### src/design/kpl_pkg.sv
// shared types, codes and reset constants of the keypad passcode lock
package kpl_pkg;

  // default entry length in digits
  localparam int CODE_LEN_DEF = 4;

  // field widths
  localparam int CMD_W      = 2;
  localparam int STATUS_W   = 3;
  localparam int DIGITS_W   = 3;
  localparam int PASS_W     = 4;
  localparam int ATT_W      = 2;
  localparam int LOCK_W     = 6;
  localparam int IDLE_W     = 3;
  localparam int CFG_IDX_W  = 2;
  localparam int CFG_DATA_W = 6;

  // reset values of the configuration registers
  localparam logic [PASS_W-1:0] PASSCODE_RST      = 4'd10;
  localparam logic [ATT_W-1:0]  MAX_ATTEMPTS_RST  = 2'd3;
  localparam logic [LOCK_W-1:0] LOCKOUT_TICKS_RST = 6'd60;
  localparam logic [IDLE_W-1:0] IDLE_TICKS_RST    = 3'd5;

  // input commands
  typedef enum logic [CMD_W-1:0] {
    CMD_START = 2'd0,
    CMD_KEY   = 2'd1,
    CMD_TICK  = 2'd2
  } cmd_t;

  // reported status codes
  typedef enum logic [STATUS_W-1:0] {
    ST_PENDING  = 3'd0,
    ST_ACCEPTED = 3'd1,
    ST_TIMEOUT  = 3'd2,
    ST_WRONG    = 3'd3,
    ST_BLOCKED  = 3'd4
  } status_t;

  // configuration register indexes
  typedef enum logic [CFG_IDX_W-1:0] {
    CFG_PASSCODE      = 2'd0,
    CFG_MAX_ATTEMPTS  = 2'd1,
    CFG_LOCKOUT_TICKS = 2'd2,
    CFG_IDLE_TICKS    = 2'd3
  } cfg_idx_t;

  // one result transaction
  typedef struct packed {
    status_t             status;
    logic [DIGITS_W-1:0] digits_entered;
    logic [ATT_W-1:0]    attempts_left;
    logic [LOCK_W-1:0]   lock_remaining;
  } result_t;

endpackage

### src/design/kpl_core.sv
// lock state, configuration registers and per-transaction update logic
module kpl_core
  import kpl_pkg::*;
#(
  parameter int CODE_LEN = CODE_LEN_DEF
) (
  input  logic                  clk,
  input  logic                  rst,
  input  logic                  take,
  input  logic [CMD_W-1:0]      cmd,
  input  logic                  key_id,
  input  logic                  cfg_we,
  input  logic [CFG_IDX_W-1:0]  cfg_index,
  input  logic [CFG_DATA_W-1:0] cfg_data,
  output result_t               res
);

  localparam int CW = $clog2(CODE_LEN + 1);
  localparam int PW = (CODE_LEN > PASS_W) ? CODE_LEN : PASS_W;

  // configuration registers
  logic [PASS_W-1:0] passcode;
  logic [ATT_W-1:0]  max_attempts;
  logic [LOCK_W-1:0] lockout_ticks;
  logic [IDLE_W-1:0] idle_ticks;

  // lock state
  logic [CODE_LEN-1:0] entry_digits, entry_digits_next;
  logic [CW-1:0]       digit_count, digit_count_next;
  logic [ATT_W-1:0]    attempts_remaining, attempts_remaining_next;
  logic [IDLE_W-1:0]   idle_count, idle_count_next;
  logic [LOCK_W-1:0]   lock_count, lock_count_next;

  logic [PW-1:0]       pass_wide;
  logic [CODE_LEN-1:0] pass_code;
  logic                full_cur, accepted_cur;
  status_t             status_cur, status_out;
  logic [CODE_LEN-1:0] entry_set;
  logic [CW:0]         count_inc;
  cmd_t                cmd_c;

  assign cmd_c     = cmd_t'(cmd);
  // passcode digits beyond the stored four count as key zero
  assign pass_wide = PW'(passcode);
  assign pass_code = pass_wide[CODE_LEN-1:0];

  // status of the held state
  assign full_cur     = (digit_count >= CW'(CODE_LEN));
  assign accepted_cur = full_cur && (entry_digits == pass_code);

  always_comb begin
    if (lock_count != '0) begin
      status_cur = ST_BLOCKED;
    end else if (accepted_cur) begin
      status_cur = ST_ACCEPTED;
    end else if (idle_count == '0) begin
      status_cur = ST_TIMEOUT;
    end else begin
      status_cur = ST_PENDING;
    end
  end

  // entry with the pressed key appended at the current digit position
  always_comb begin
    entry_set = entry_digits;
    for (int i = 0; i < CODE_LEN; i++) begin
      if (key_id && (digit_count == CW'(i))) begin
        entry_set[i] = 1'b1;
      end
    end
  end

  assign count_inc = {1'b0, digit_count} + 1'b1;

  // next state and reported status
  always_comb begin
    entry_digits_next       = entry_digits;
    digit_count_next        = digit_count;
    attempts_remaining_next = attempts_remaining;
    idle_count_next         = idle_count;
    lock_count_next         = lock_count;
    status_out              = status_cur;
    case (cmd_c)
      CMD_START: begin
        entry_digits_next       = '0;
        digit_count_next        = '0;
        attempts_remaining_next = max_attempts;
        idle_count_next         = idle_ticks;
        if (lock_count != '0) begin
          status_out = ST_BLOCKED;
        end else if (idle_ticks == '0) begin
          status_out = ST_TIMEOUT;
        end else begin
          status_out = ST_PENDING;
        end
      end
      CMD_KEY: begin
        if (status_cur == ST_PENDING) begin
          idle_count_next = idle_ticks;
          if (count_inc >= (CW+1)'(CODE_LEN)) begin
            if (entry_set == pass_code) begin
              entry_digits_next = entry_set;
              digit_count_next  = CW'(count_inc);
              status_out        = ST_ACCEPTED;
            end else begin
              entry_digits_next = '0;
              digit_count_next  = '0;
              if (attempts_remaining <= ATT_W'(1)) begin
                attempts_remaining_next = '0;
                lock_count_next         = lockout_ticks;
                // a zero-length lockout ends at once
                if (lockout_ticks == '0) begin
                  attempts_remaining_next = max_attempts;
                end
                status_out = ST_BLOCKED;
              end else begin
                attempts_remaining_next = attempts_remaining - 1'b1;
                status_out              = ST_WRONG;
              end
            end
          end else begin
            entry_digits_next = entry_set;
            digit_count_next  = CW'(count_inc);
          end
        end
      end
      CMD_TICK: begin
        if (lock_count != '0) begin
          lock_count_next = lock_count - 1'b1;
          if (lock_count == LOCK_W'(1)) begin
            // lockout over: restore attempts and reopen the entry
            attempts_remaining_next = max_attempts;
            entry_digits_next       = '0;
            digit_count_next        = '0;
            idle_count_next         = idle_ticks;
            status_out = (idle_ticks == '0) ? ST_TIMEOUT : ST_PENDING;
          end else begin
            status_out = ST_BLOCKED;
          end
        end else if (!accepted_cur && (idle_count != '0)) begin
          idle_count_next = idle_count - 1'b1;
          status_out = (idle_count == IDLE_W'(1)) ? ST_TIMEOUT : ST_PENDING;
        end
      end
      default: begin
        status_out = status_cur;
      end
    endcase
  end

  // result fields follow the updated state
  always_comb begin
    res.status         = status_out;
    res.digits_entered = DIGITS_W'(digit_count_next);
    res.attempts_left  = attempts_remaining_next;
    res.lock_remaining = lock_count_next;
  end

  // state update, one transaction per cycle while take is high
  always_ff @(posedge clk) begin
    if (rst) begin
      entry_digits       <= '0;
      digit_count        <= '0;
      attempts_remaining <= MAX_ATTEMPTS_RST;
      idle_count         <= IDLE_TICKS_RST;
      lock_count         <= '0;
    end else if (take) begin
      entry_digits       <= entry_digits_next;
      digit_count        <= digit_count_next;
      attempts_remaining <= attempts_remaining_next;
      idle_count         <= idle_count_next;
      lock_count         <= lock_count_next;
    end
  end

  // configuration writes
  always_ff @(posedge clk) begin
    if (rst) begin
      passcode      <= PASSCODE_RST;
      max_attempts  <= MAX_ATTEMPTS_RST;
      lockout_ticks <= LOCKOUT_TICKS_RST;
      idle_ticks    <= IDLE_TICKS_RST;
    end else if (cfg_we) begin
      unique case (cfg_idx_t'(cfg_index))
        CFG_PASSCODE:      passcode      <= cfg_data[PASS_W-1:0];
        CFG_MAX_ATTEMPTS:  max_attempts  <= cfg_data[ATT_W-1:0];
        CFG_LOCKOUT_TICKS: lockout_ticks <= cfg_data[LOCK_W-1:0];
        CFG_IDLE_TICKS:    idle_ticks    <= cfg_data[IDLE_W-1:0];
        default: ;
      endcase
    end
  end

`ifndef SYNTHESIS
  // digit count never passes the entry length
  a_count_range: assert property (@(posedge clk) disable iff (rst)
    digit_count <= CW'(CODE_LEN))
    else $error("digit count beyond entry length");

  // the last lockout tick clears the entry and restores attempts
  a_lock_end: assert property (@(posedge clk) disable iff (rst)
    (take && (cmd_c == CMD_TICK) && (lock_count == LOCK_W'(1))) |=>
      (lock_count == '0) && (digit_count == '0) &&
      (attempts_remaining == $past(max_attempts)))
    else $error("lockout end did not restore the session");

  // an accepted result leaves a full entry behind
  a_accept_full: assert property (@(posedge clk) disable iff (rst)
    (take && (res.status == ST_ACCEPTED)) |=> (digit_count == CW'(CODE_LEN)))
    else $error("accepted without a full entry");
`endif

endmodule

### src/design/kpl_out_buf.sv
// result register with one skid entry
module kpl_out_buf
  import kpl_pkg::*;
(
  input  logic    clk,
  input  logic    rst,
  input  logic    push,
  input  result_t push_data,
  output logic    full,
  output logic    out_valid,
  input  logic    out_stall,
  output result_t out_data
);

  logic    skid_valid;
  result_t skid_data;
  logic    pop;

  assign pop  = out_valid && !out_stall;
  // the skid entry holding data stops the input side
  assign full = skid_valid;

  // valid flags
  always_ff @(posedge clk) begin
    if (rst) begin
      out_valid  <= 1'b0;
      skid_valid <= 1'b0;
    end else if (pop || !out_valid) begin
      out_valid  <= skid_valid || push;
      skid_valid <= 1'b0;
    end else if (push) begin
      skid_valid <= 1'b1;
    end
  end

  // payload
  always_ff @(posedge clk) begin
    if (pop || !out_valid) begin
      out_data <= skid_valid ? skid_data : push_data;
    end else if (push) begin
      skid_data <= push_data;
    end
  end

`ifndef SYNTHESIS
  // skid entry is only used behind a held result
  a_skid_behind: assert property (@(posedge clk) disable iff (rst)
    skid_valid |-> out_valid)
    else $error("skid entry filled with empty result register");

  // the skid entry fills only while the result register is stalled
  a_skid_fill: assert property (@(posedge clk) disable iff (rst)
    $rose(skid_valid) |-> $past(out_valid && out_stall))
    else $error("skid entry filled without a stall");

  // a drained skid entry moves into the result register
  a_skid_drain: assert property (@(posedge clk) disable iff (rst)
    (skid_valid && !out_stall) |=> out_valid)
    else $error("skid entry lost");
`endif

endmodule

### src/design/keypad_passcode_lock.sv
// keypad passcode lock: two-key passcode entry with retry limit, lockout and idle timeout
//
// Input channel (in_valid / in_stall) carries one command per transaction: start a
// session, a key press with key_id, or one elapsed tick. Every input transaction yields
// exactly one result transaction on the output channel (out_valid / out_stall) with the
// status, digits entered, attempts left and lockout ticks remaining.
// The result of a taken transaction goes into the result register, or into the skid entry
// while that register stalls. Throughput is one transaction per cycle while in_stall is low.
// A result register plus one skid entry sit on the output; when the receiver stalls, one
// more transaction is absorbed and then in_stall rises until the skid entry drains.
// The configuration channel (cfg_valid / cfg_ready) writes passcode, max attempts,
// lockout length and idle timeout by index; cfg_ready is always high. Writes belong
// to quiet periods with no transaction in flight.
// Synchronous reset empties the output side, restores default configuration and puts
// the lock in a fresh state: no digits, full attempts, idle counter loaded, no lockout.
module keypad_passcode_lock
  import kpl_pkg::*;
#(
  parameter int CODE_LEN = CODE_LEN_DEF
) (
  input  logic                  clk,
  input  logic                  rst,
  input  logic                  in_valid,
  output logic                  in_stall,
  input  logic [CMD_W-1:0]      cmd,
  input  logic                  key_id,
  output logic                  out_valid,
  input  logic                  out_stall,
  output logic [STATUS_W-1:0]   status,
  output logic [DIGITS_W-1:0]   digits_entered,
  output logic [ATT_W-1:0]      attempts_left,
  output logic [LOCK_W-1:0]     lock_remaining,
  input  logic                  cfg_valid,
  output logic                  cfg_ready,
  input  logic [CFG_IDX_W-1:0]  cfg_index,
  input  logic [CFG_DATA_W-1:0] cfg_data
);

  logic    take;
  logic    buf_full;
  result_t res;
  result_t out_res;

  // handshakes
  assign in_stall  = buf_full;
  assign take      = in_valid && !buf_full;
  assign cfg_ready = 1'b1;

  // lock state and update logic
  kpl_core #(
    .CODE_LEN (CODE_LEN)
  ) u_core (
    .clk       (clk),
    .rst       (rst),
    .take      (take),
    .cmd       (cmd),
    .key_id    (key_id),
    .cfg_we    (cfg_valid && cfg_ready),
    .cfg_index (cfg_index),
    .cfg_data  (cfg_data),
    .res       (res)
  );

  // result register and skid entry
  kpl_out_buf u_out_buf (
    .clk       (clk),
    .rst       (rst),
    .push      (take),
    .push_data (res),
    .full      (buf_full),
    .out_valid (out_valid),
    .out_stall (out_stall),
    .out_data  (out_res)
  );

  // result fields to ports
  assign status         = out_res.status;
  assign digits_entered = out_res.digits_entered;
  assign attempts_left  = out_res.attempts_left;
  assign lock_remaining = out_res.lock_remaining;

endmodule

### config.mk
export PLATFORM = sky130hd
export DESIGN_NAME = keypad_passcode_lock
export DESIGN_NICKNAME = d
export VERILOG_FILES = /design/src/design/kpl_pkg.sv /design/src/design/kpl_core.sv /design/src/design/kpl_out_buf.sv /design/src/design/keypad_passcode_lock.sv
export SDC_FILE = /design/constraint.sdc
export NUM_CORES = 1
export LEC_CHECK = 0
export ABC_AREA = 1
export CAP_MARGIN = 20
export CORE_MARGIN = 5
export CORE_UTILIZATION = 55
export DETAILED_ROUTE_END_ITERATION = 8
export DONT_BUFFER_PORTS = 1
export HOLD_SLACK_MARGIN = 0.02
export PLACE_DENSITY = 0.83
export SLEW_MARGIN = 20
export SYNTH_ARGS = -nofsm -noshare
export SYNTH_HDL_FRONTEND = slang
export SYNTH_SLANG_ARGS = --single-unit
### constraint.sdc
create_clock -name clk -period 2.1 [get_ports clk]
set_input_delay 0.42 -clock clk [delete_from_list [all_inputs] [get_ports clk]]
set_output_delay 0.42 -clock clk [all_outputs]
set_load 0.03 [all_outputs]
; ---- Word-level counts from Yosys, hierarchy flattened
; Index checks and enable logic that the tools add are counted.
[word_totals]
ff_bits = 63
wordCells = 126
[classes]
add_sub_neg = 4
n_lt_le_gt_ge = 3
eq_ne = 17
n_mux = 50
bitwise_logic = 1
n_reduce_logical = 32
[op_table]
columns = op, n
row1 = two-way mux 3 bit, 19
row2 = two-way mux 6 bit, 5
row3 = case mux 3 bit (3 select lines), 3
row4 = two-way mux 2 bit, 10
row5 = two-way mux 4 bit, 5
row6 = two-way mux 14 bit, 1
row7 = logical NOT 3 bit, 4
row8 = case mux 4 bit (3 select lines), 1
row9 = case mux 6 bit (2 select lines), 1
row10 = AND reduction 2 bit, 5
row11 = AND reduction 5 bit, 2
row12 = == test 4 bit, 2
row13 = logical AND 1 bit, 8
row14 = "== test 2 bit, second input constant", 3
row15 = "== test 3 x 1 -> 1 bit, second input constant", 2
row16 = "== test 3 x 2 -> 1 bit, second input constant", 2
row17 = "== test 6 x 1 -> 1 bit, second input constant", 1
row18 = logical NOT 6 bit, 1
row19 = "!= test 2 x 1 -> 1 bit, second input constant", 3
row20 = case mux 2 bit (3 select lines), 1
row21 = nonzero test 3 bit, 2
row22 = nonzero test 6 bit, 1
row23 = "subtractor 6 x 1 -> 6 bit, second input constant", 1
row24 = "adder 3 x 1 -> 4 bit, second input constant", 1
row25 = other kinds (14), 23

; ---- Longest topological paths before layout
; Gate-level depths: netlist of run 1.
[logic_depth]
depth_word = 9
mapped_depth = 16
mapped_depth_nobuf = 15

; ---- Cells and area by module
; A second synthesis of run 1 with hierarchy kept.
[unflattened]
hier_cells = 462
area_unflattened_um2 = 3632.2
[modules_own_cells]
columns = mod, n_inst, cells_per_inst, area_per_inst_um2, seq_area_each_um2
row1 = kpl_core, 1, 374, 2501.1, 660.6
row2 = kpl_out_buf, 1, 84, 1109.8, 880.8
row3 = keypad_passcode_lock, 1, 4, 21.3, 0.0

; ---- Least setup slack after synthesis of run 1
; Ideal clock, no wire load.
[synth_path]
kind = register to register
startpoint = register u_core.digit_count[0]
endpoint = register u_out_buf.out_data[11] (netlist bit) (data pin)
arrival_ns = 1.804
required_ns = 1.845
setup_slack_ns = 0.040
stages_incl_launch_ff = 11
synth_period_minus_slack_ns = 2.060
cell_sequence = dfxtp_1 ha_1 ha_1 nand2_1 inv_1 nor2_1 nand3_4 nand3_1 nand3_1 o21ai_0 inv_1
[synth_via]
elab_chain_cells = 9
word_cells_on_any_way = 29
classes_between = add/sub (1) / order compare (2) / eq/ne (4) / mux (13) / reduce/logical (9)
[synth_rtl]
columns = element, line_no
row1 = from (decl), kpl_core.sv:29  ; logic [CW-1:0] digit_count, digit_count_next;
row2 = from (signal assigned), kpl_core.sv:169  ; digit_count <= digit_count_next;
row3 = branches (longest 7 deep; another with adder 3 x 1 -> 4 bit), --
row4 = case mux 3 bit (3 select lines) *, kpl_core.sv:83  ; case (cmd_c)
row5 = two-way mux 14 bit *, kpl_out_buf.sv:39  ; out_data <= skid_valid ? skid_data : push_data;
row6 = to (signal assigned), kpl_out_buf.sv:39
row7 = to (decl), kpl_out_buf.sv:12  ; output result_t out_data
; Every way passes the cells marked *.
; A chain may end at the register's enable or synchronous reset.

; ---- Final worst setup path of run 1
[layout_path]
startpoint = register u_core.lock_count[0]
endpoint = register u_core.idle_count[0]
[layout_via]
elab_chain_cells = 5
word_cells_on_any_way = 10
classes_between = eq/ne (4) / mux (3) / reduce/logical (3)
[layout_rtl]
columns = element, line_no
row1 = from (decl), kpl_core.sv:32  ; logic [LOCK_W-1:0] lock_count, lock_count_next;
row2 = from (signal assigned), kpl_core.sv:172  ; lock_count <= lock_count_next;
row3 = nonzero test 6 bit, "kpl_core.sv:52, kpl_core.sv:128"
row4 = two-way mux 3 bit, kpl_core.sv:52  ; if (lock_count != '0) begin
row5 = logical NOT 3 bit, kpl_core.sv:98  ; if (status_cur == ST_PENDING) begin
row6 = != test 2 x 1 -> 1 bit (no source line), --
row7 = AND reduction 5 bit (no source line), --
row8 = to (signal assigned), kpl_core.sv:171  ; idle_count <= idle_count_next;
row9 = to (decl), kpl_core.sv:31  ; logic [IDLE_W-1:0] idle_count, idle_count_next;
; Parallel ways exist; a longest one is shown, timed or not.

==> key figures, run 1 <==
Drt
  – Iteration-0 DRC Markers: 404
  – Via density: 5.85
  – Post-route ant nets: 0
  – Drt total wl: 9060 um
  – Vias after detailed routing: 3277
  – DRC: 0
  – Routed len/inst: 16.2 um
  – DR pass1 iterations: 5

STA
  – Rel. slew slack: 66.2%
  – Pins Over Slew Limit: 0
  – Min Clock Period, post-route: 2.09 ns
  – Max frequency: 478 MHz
  – Final setup viols: 0
  – Setup TNS: 0 ns
  – RSZ-0062 raised after global routing: yes
  – Final period utilization: 99.6%
  – Skew final: 0.0126 ns
  – Min Hold Slack: 0.128 ns
  – Final hold violations: 0
  – Worst-Margin Slew: 0.503 ns

Clocking
  – CTS max path bufs: 2
  – CTS Buf Count: 9
  – H-tree depth: 3
  – CTS tree: done
  – CTS Root Buffer Type: clkbuf_8
  – Clk sinks: 63
  – Worst-Skew Late Latency: 0.35 ns
  – Clk slew on worst S/H paths: 0.08 ns

Run status
  – Status: finished clean

Place
  – Cell count after placement: 538
  – Gpl congestion: 0.974
  – # port buffers: 0
  – DP HPWL: 6190 um

Logic synthesis
  – Synth cell types: 33
  – Post-Syn Area: 3520 sq um
  – Post-synth EDFFs: 28
  – Top_reg_cell synth: dfxtp_1
  – Yosys reg bits: 63
  – Seq/Total Area, Yosys: 43.8%
  – Mean Syn Cell Area: 7.75 sq um
  – Synthesized Nets: 484
  – Asr flop ratio synth: 0%
  – Mapped Cells: 454
  – Synth warnings: 0

Power
  – Peak supply drop: 484 uV
  – PD cells: 762 nW/um^2
  – P_leak: 1.84 nW

Critical path
  – CP required: 2.32 ns
  – CP startpoint kind: register
  – CP endpoint kind: register
  – Critical setup path kind: reg2reg
  – Critical Path AT: 2.31 ns
  – Crit Path Max Fanout: 6

Finish
  – Non-filler cells, final: 560
  – Layout cells sized above 1: 23.4%
  – Post-layout util: 66.6%
  – P&R area growth vs syn: 18.9%
  – Nets: 508
  – N_diodes: 0
  – # fillers: 458

Global route
  – GRT Overall Usage: 21.0%
  – First-pass GRT wire length: 14200 um
  – Grt ovf: 0
  – Vias in the first global route: 3029
  – Initial antenna violation count: 0
  – Pin count of the biggest net entering global routing: 23

Floorplan
  – Die Y: 90.0 um
  – I/O pin count: 33
  – Die area: 8090 sq um
  – Core area: 6280 sq um
  – Initial Utilization: 56.0%
  – Die Wd: 90.0 um
  – # rows: 29

Job
  – Max_cap viols: 0

Worst hold path
  – Hold WC Path Type: in2reg
==> state kept, by name (all words and copies together), names as in the netlist <==
signal,cells
u_core.attempts_remaining,2
u_core.digit_count,3
u_core.entry_digits,4
u_core.idle_count,3
u_core.idle_ticks,3
u_core.lock_count,6
u_core.lockout_ticks,6
u_core.max_attempts,2
u_core.pass_code,4
u_out_buf.full,1
u_out_buf.out_data,14
u_out_buf.out_valid,1
u_out_buf.skid_data,14
==> cell families after synthesis <==
family	Yosys count	share of synthesized area, %
AO/OA/AOI/OAI	96	15.8
XOR/XNOR	6	1.49
buffers and inverters	72	7.86
other	1	0.107
adder cells (fa/ha/maj)	14	4.98
flip-flops	63	43.8
AND/OR/NAND/NOR	202	25.9
==> layout make-up <==
cell class / instances / area [sq um] / share of cell area (%)
tap: 77 / 96.3 / 2.30
clock buffer: 10 / 128 / 3.05
sequential: 63 / 1550 / 37.1
inverter: 62 / 238 / 5.68
clock inverter: 6 / 61.3 / 1.47
multi-input combinational: 320 / 1910 / 45.6
timing repair buffer: 22 / 203 / 4.85
==> cells in the mapped netlist (2+ instances only) <==
master,number,area (sq um)
nand3_1,29,145
clkinv_1,4,15.0
inv_2,2,7.51
o211ai_1,9,67.6
clkbuf_1,6,22.5
xor2_1,3,26.3
a21oi_2,6,52.6
buf_2,2,10.0
nor3_1,10,50.1
xnor2_1,3,26.3
nand2_1,116,435
o21ai_2,6,52.6
a21oi_1,25,125
edfxtp_1,28,841
nand3_2,2,20.0
inv_1,56,210
dfxtp_1,35,701
o21ai_0,45,225
a21boi_0,2,15.0
nand4_1,12,75.1
ha_1,14,175
nor2_1,22,82.6
nand2_2,7,43.8
==> repair_timing <==
item | in CTS | in global routing
hold buffers | 0 | 0
gates cloned | 0 | 2
buffers inserted | 0 | 4
pin swaps | 0 | 26
resized for setup | 1 | 70
hold endpoints to repair | 0 | 0
endpoints found under the setup margin | 11 | 42
==> worst max-delay path, stage by stage (launching register included) <==
cell     delay [ns]
dfxtp_1        0.33
inv_2          0.08
ha_2           0.19
nand2_2        0.09
nor3_4         0.27
nand3_2        0.19
a21oi_2        0.23
nand4_1        0.28
a21oi_1        0.19
o21ai_0        0.09
==> layout by cell type, fill, tap and decap left out, types with 18 or more instances in the layout <==
master,n
buf_4,18
edfxtp_1,28
nand3_1,18
o21ai_0,38
dfxtp_1,32
inv_1,52
nand2_2,22
nand2_1,95
a21oi_1,24
nor2_1,19
==> metrics by stage <==
| step | total power, mW | instance area (sq um) | setup WS (ns) |
|---|---|---|---|
| 2_1_floorplan | 1.93 | 3520 | 0.0401 |
| 3_3_place_gp | 2.04 | 3710 | 0.0348 |
| 5_1_grt | 3.31 | 4180 | -0.142 |
| 3_5_place_dp | 2.07 | 3710 | -0.0203 |
| 4_1_cts | 3.08 | 3900 | 0.00761 |
| 6_report | 3.19 | 4180 | 0.00918 |
==> per-layer routing <==
metal / vias up / wire length (um) / track usage, % / share of wire [%]
li1: 1565 / - / - / -
met5: - / 0 / 0 / 0
met1: 1498 / 3750 / 27.3 / 41
met4: 0 / 373 / 10.2 / 4.1
met2: 173 / 4270 / 33.1 / 47
met3: 41 / 662 / 4.76 / 7.3
==> report_power, final <==
part	internal [mW]	leakage (nW)	switching (mW)
Clock	0.543	0.0960	0.482
Sequential	1.39	0.574	0.136
Combinational	0.227	1.17	0.408
==> path summary, 6_finish.rpt <==
path	from	end	slack, ns	depth (start not counted)
worst min-delay path	rst	u_out_buf.out_valid$_SDFFE_PP0P_	0.13	1
worst max register to register	u_core.lock_count[0]$_SDFFE_PP0P_	u_core.idle_count[0]$_SDFFE_PP1P_	0.009	9
worst min register to register	u_core.lockout_ticks[0]$_SDFFE_PP0P_	u_core.lockout_ticks[0]$_SDFFE_PP0P_	0.49	2
worst max-delay path	u_core.lock_count[0]$_SDFFE_PP0P_	u_core.idle_count[0]$_SDFFE_PP1P_	0.009	9
Note: power is estimated with default switching activity, not from simulation.
==> run 2: changes to the inputs <==
- ABC_AREA: 1 -> unset
==> key figures, run 2 <==
Drt
  – Vias after detailed routing: 3661 (+12%)
  – Via density: 6.37 (+8.8%)
  – Iteration-0 DRC Markers: 392 (-3.0%)
  – Routed len/inst: 20.2 um (+25%)
  – DRC: 0 (unchanged)
  – Drt total wl: 11600 um (+28%)
  – Post-route ant nets: 0 (unchanged)
  – DR pass1 iterations: 5 (unchanged)

Logic synthesis
  – Mean Syn Cell Area: 9.31 sq um (+20%)
  – Cell accounting for the most synthesized area: edfxtp_1
  – Asr flop ratio synth: 0% (unchanged)
  – Seq/Total Area, Yosys: 41.1% (-2.7 points)
  – Most frequent cells after synthesis: nand2_1, nor2_1, dfxtp_1
  – Mapped Cells: 403 (-11%)
  – Yosys reg bits: 63 (unchanged)
  – Synth warnings: 0 (unchanged)
  – Count leader, synth: nand2_1
  – Share of the synthesized area in the top cell type: 22.4% (-1.5 points)
  – Post-Syn Area: 3750 sq um (+6.7%)
  – Synth cell types: 76 (+130%)
  – Synthesized Nets: 433 (-11%)
  – Top_reg_cell synth: dfxtp_1
  – Post-synth EDFFs: 28 (unchanged)
  – Area contributors post-synth: edfxtp_1, dfxtp_1, ha_1, nand2_1, nor2_1

Floorplan
  – Die Wd: 92.6 um (+2.9%)
  – Initial Utilization: 55.8% (-0.18 points)
  – Core area: 6720 sq um (+7.0%)
  – # rows: 30 (+3.4%)
  – Die area: 8570 sq um (+5.9%)
  – I/O pin count: 33 (unchanged)
  – Die Y: 92.6 um (+2.9%)

Finish
  – Commonest non-fill, non-tap cell in the layout: buf_4
  – Final Cell Area: 5130 sq um (+23%)
  – Layout cells sized above 1: 38.6% (+15 points)
  – Largest registers: u_out_buf.out_data: 14 flops, u_out_buf.skid_data: 14 flops
  – # fillers: 423 (-7.6%)
  – Post-layout util: 76.4% (+9.8 points)
  – N_diodes: 0 (unchanged)
  – Most frequent cells in the layout: buf_4, nand2_1, nor2_1
  – P&R area growth vs syn: 36.8%
  – Nets: 520 (+2.4%)

Critical path
  – CP startpoint kind: register
  – Worst reg2reg endpoint: u_out_buf.out_data[1]$_DFFE_PP_
  – RR Startpoint: u_core.digit_count[0]$_SDFFE_PP0P_
  – CP required: 2.18 ns (-0.14 ns)
  – Critical setup path kind: reg2reg
  – Critical Path AT: 2.53 ns (+0.22 ns)
  – Cell count of the worst reg-to-reg path: 11 (+2)
  – Crit Path Max Fanout: 4 (-2)
  – R2R setup slack: -0.35 ns (-0.36 ns)
  – CP endpoint kind: register

Clocking
  – Clk sinks: 63 (unchanged)
  – H-tree depth: 3 (unchanged)
  – Clk slew on worst S/H paths: 0.07 ns (about the same)
  – CTS tree: done
  – CTS Root Buffer Type: clkbuf_8
  – CTS Buf Count: 9 (unchanged)
  – Hold_buf cts: 0 (unchanged)
  – Worst-Skew Late Latency: 0.36 ns (about the same)
  – CTS max path bufs: 2 (unchanged)

Worst hold path
  – Min-delay src: rst
  – Hold WC Path Type: in2reg
  – Worst Hold Path EP: u_core.digit_count[1]$_SDFFE_PP0P_
  – Hold Crit Depth: 1 (unchanged)

STA
  – Final setup margin: -0.347 ns (-0.356 ns)
  – Pins Over Slew Limit: 0 (unchanged)
  – Final setup viols: 39 (+39)
  – Worst-Margin Slew: 0.527 ns (+0.0240 ns)
  – RSZ-0062 raised after global routing: yes
  – Final period utilization: 117% (+17 points)
  – Setup TNS: -7.89 ns (-7.89 ns)
  – Final hold violations: 0 (unchanged)
  – Max frequency: 409 MHz (-15%)
  – Min Clock Period, post-route: 2.45 ns (+0.356 ns)
  – Skew final: 0.00826 ns (-0.00436 ns)
  – Rel. slew slack: 64.8% (-1.4 points)

Run status
  – Failing checks: negative setup slack
  – Status: finished, violations left

Global route
  – Grt ovf: 0 (unchanged)
  – Vias in the first global route: 3470 (+15%)
  – GRT Overall Usage: 25.4% (+4.4 points)
  – Initial antenna violation count: 0 (unchanged)
  – Pin count of the biggest net entering global routing: 35 (+52%)
  – First-pass GRT wire length: 17000 um (+20%)

Place
  – # port buffers: 0 (unchanged)
  – Cell Area, Placed: 4480 sq um (+21%)
  – DP HPWL: 7660 um (+24%)
  – Pre-CTS WS: -0.248 ns (-0.228 ns)
  – Gpl congestion: 0.940 (-3.5%)

Job
  – Max_cap viols: 0 (unchanged)

Power
  – Power Total: 3.27 mW (+2.6%)
  – PD cells: 636 nW/um^2 (-16%)
  – Peak supply drop: 378 uV (-22%)
  – P_leak: 2.08 nW (+13%)
==> run 2: logic make-up after synthesis <==
| kind of cell | after synthesis | share of synthesized area (%) |
|---|---|---|
| other | 1 | 0.0999 |
| AOI/OAI and AO/OA | 108 | 21.8 |
| DFF | 63 | 41.1 |
| muxes | 19 | 5.34 |
| adders and majority gates | 14 | 4.67 |
| and+or+nand+nor | 157 | 21.7 |
| xor gates and xnor gates | 5 | 1.17 |
| buffers and inverters | 36 | 4.20 |
==> run 2: worst max path at each step <==
stage	from	to
global route	u_core.digit_count[0]$_SDFFE_PP0P_	u_out_buf.out_data[1]$_DFFE_PP_
detailed placement	u_core.digit_count[0]$_SDFFE_PP0P_	u_out_buf.out_data[4]$_DFFE_PP_
finish	u_core.digit_count[0]$_SDFFE_PP0P_	u_out_buf.out_data[1]$_DFFE_PP_
global placement	u_core.digit_count[2]$_SDFFE_PP0P_	u_out_buf.out_data[2]$_DFFE_PP_
CTS	u_core.digit_count[1]$_SDFFE_PP0P_	u_core.lock_count[0]$_SDFFE_PP0P_
floorplan	u_core.digit_count[0]$_SDFFE_PP0P_	u_out_buf.out_data[12]$_DFFE_PP_
==> run 2: metrics by stage <==
| step | hold slack [ns] | instances |
|---|---|---|
| final | 0.121 | 575 |
| after global routing | 0.105 | 575 |
| after global placement | 0.434 | 547 |
| after detailed placement | 0.445 | 547 |
| after CTS | 0.114 | 568 |
| after floorplan | 0.432 | 403 |
==> run 2: what timing repair did <==
action,CTS,global route
setup endpoints to repair,36,45
resized for setup,26,48
buffers inserted,5,10
pin swaps,11,28
==> run 2: per-layer routing <==
layer  wire, um  track usage (%)  part of all wire [%]
met5          0                0                     0
met4        363             11.5                   3.1
met3        961             6.26                   8.3
met2       5560             41.3                    48
met1       4730             31.8                    41
==> run 2: area by class of cell <==
type | instances | area, sq um | share of cell area (%)
clock buffers | 10 | 128 | 2.49
clock inverters | 6 | 93.8 | 1.83
repair buffers | 95 | 743 | 14.5
multi-input cells | 304 | 2440 | 47.6
inverters | 17 | 71.3 | 1.39
flip-flops and latches | 63 | 1560 | 30.3
well taps | 80 | 100 | 1.95
==> run 2: critical path: stages (launching register included) <==
cell and delay, ns:
dfxtp_4 0.38, ha_4 0.17, ha_4 0.16, a21oi_4 0.13, xnor2_2 0.08, buf_4 0.14, nor4_4 0.25, buf_4 0.18
nor3_4 0.06, buf_4 0.15, a22oi_2 0.31, o211ai_1 0.16
==> run 2: power breakdown <==
part	total [mW]	internal (mW)	switching (mW)
Sequential	1.46	1.35	0.107
Combinational	0.628	0.285	0.344
Clock	1.18	0.676	0.508
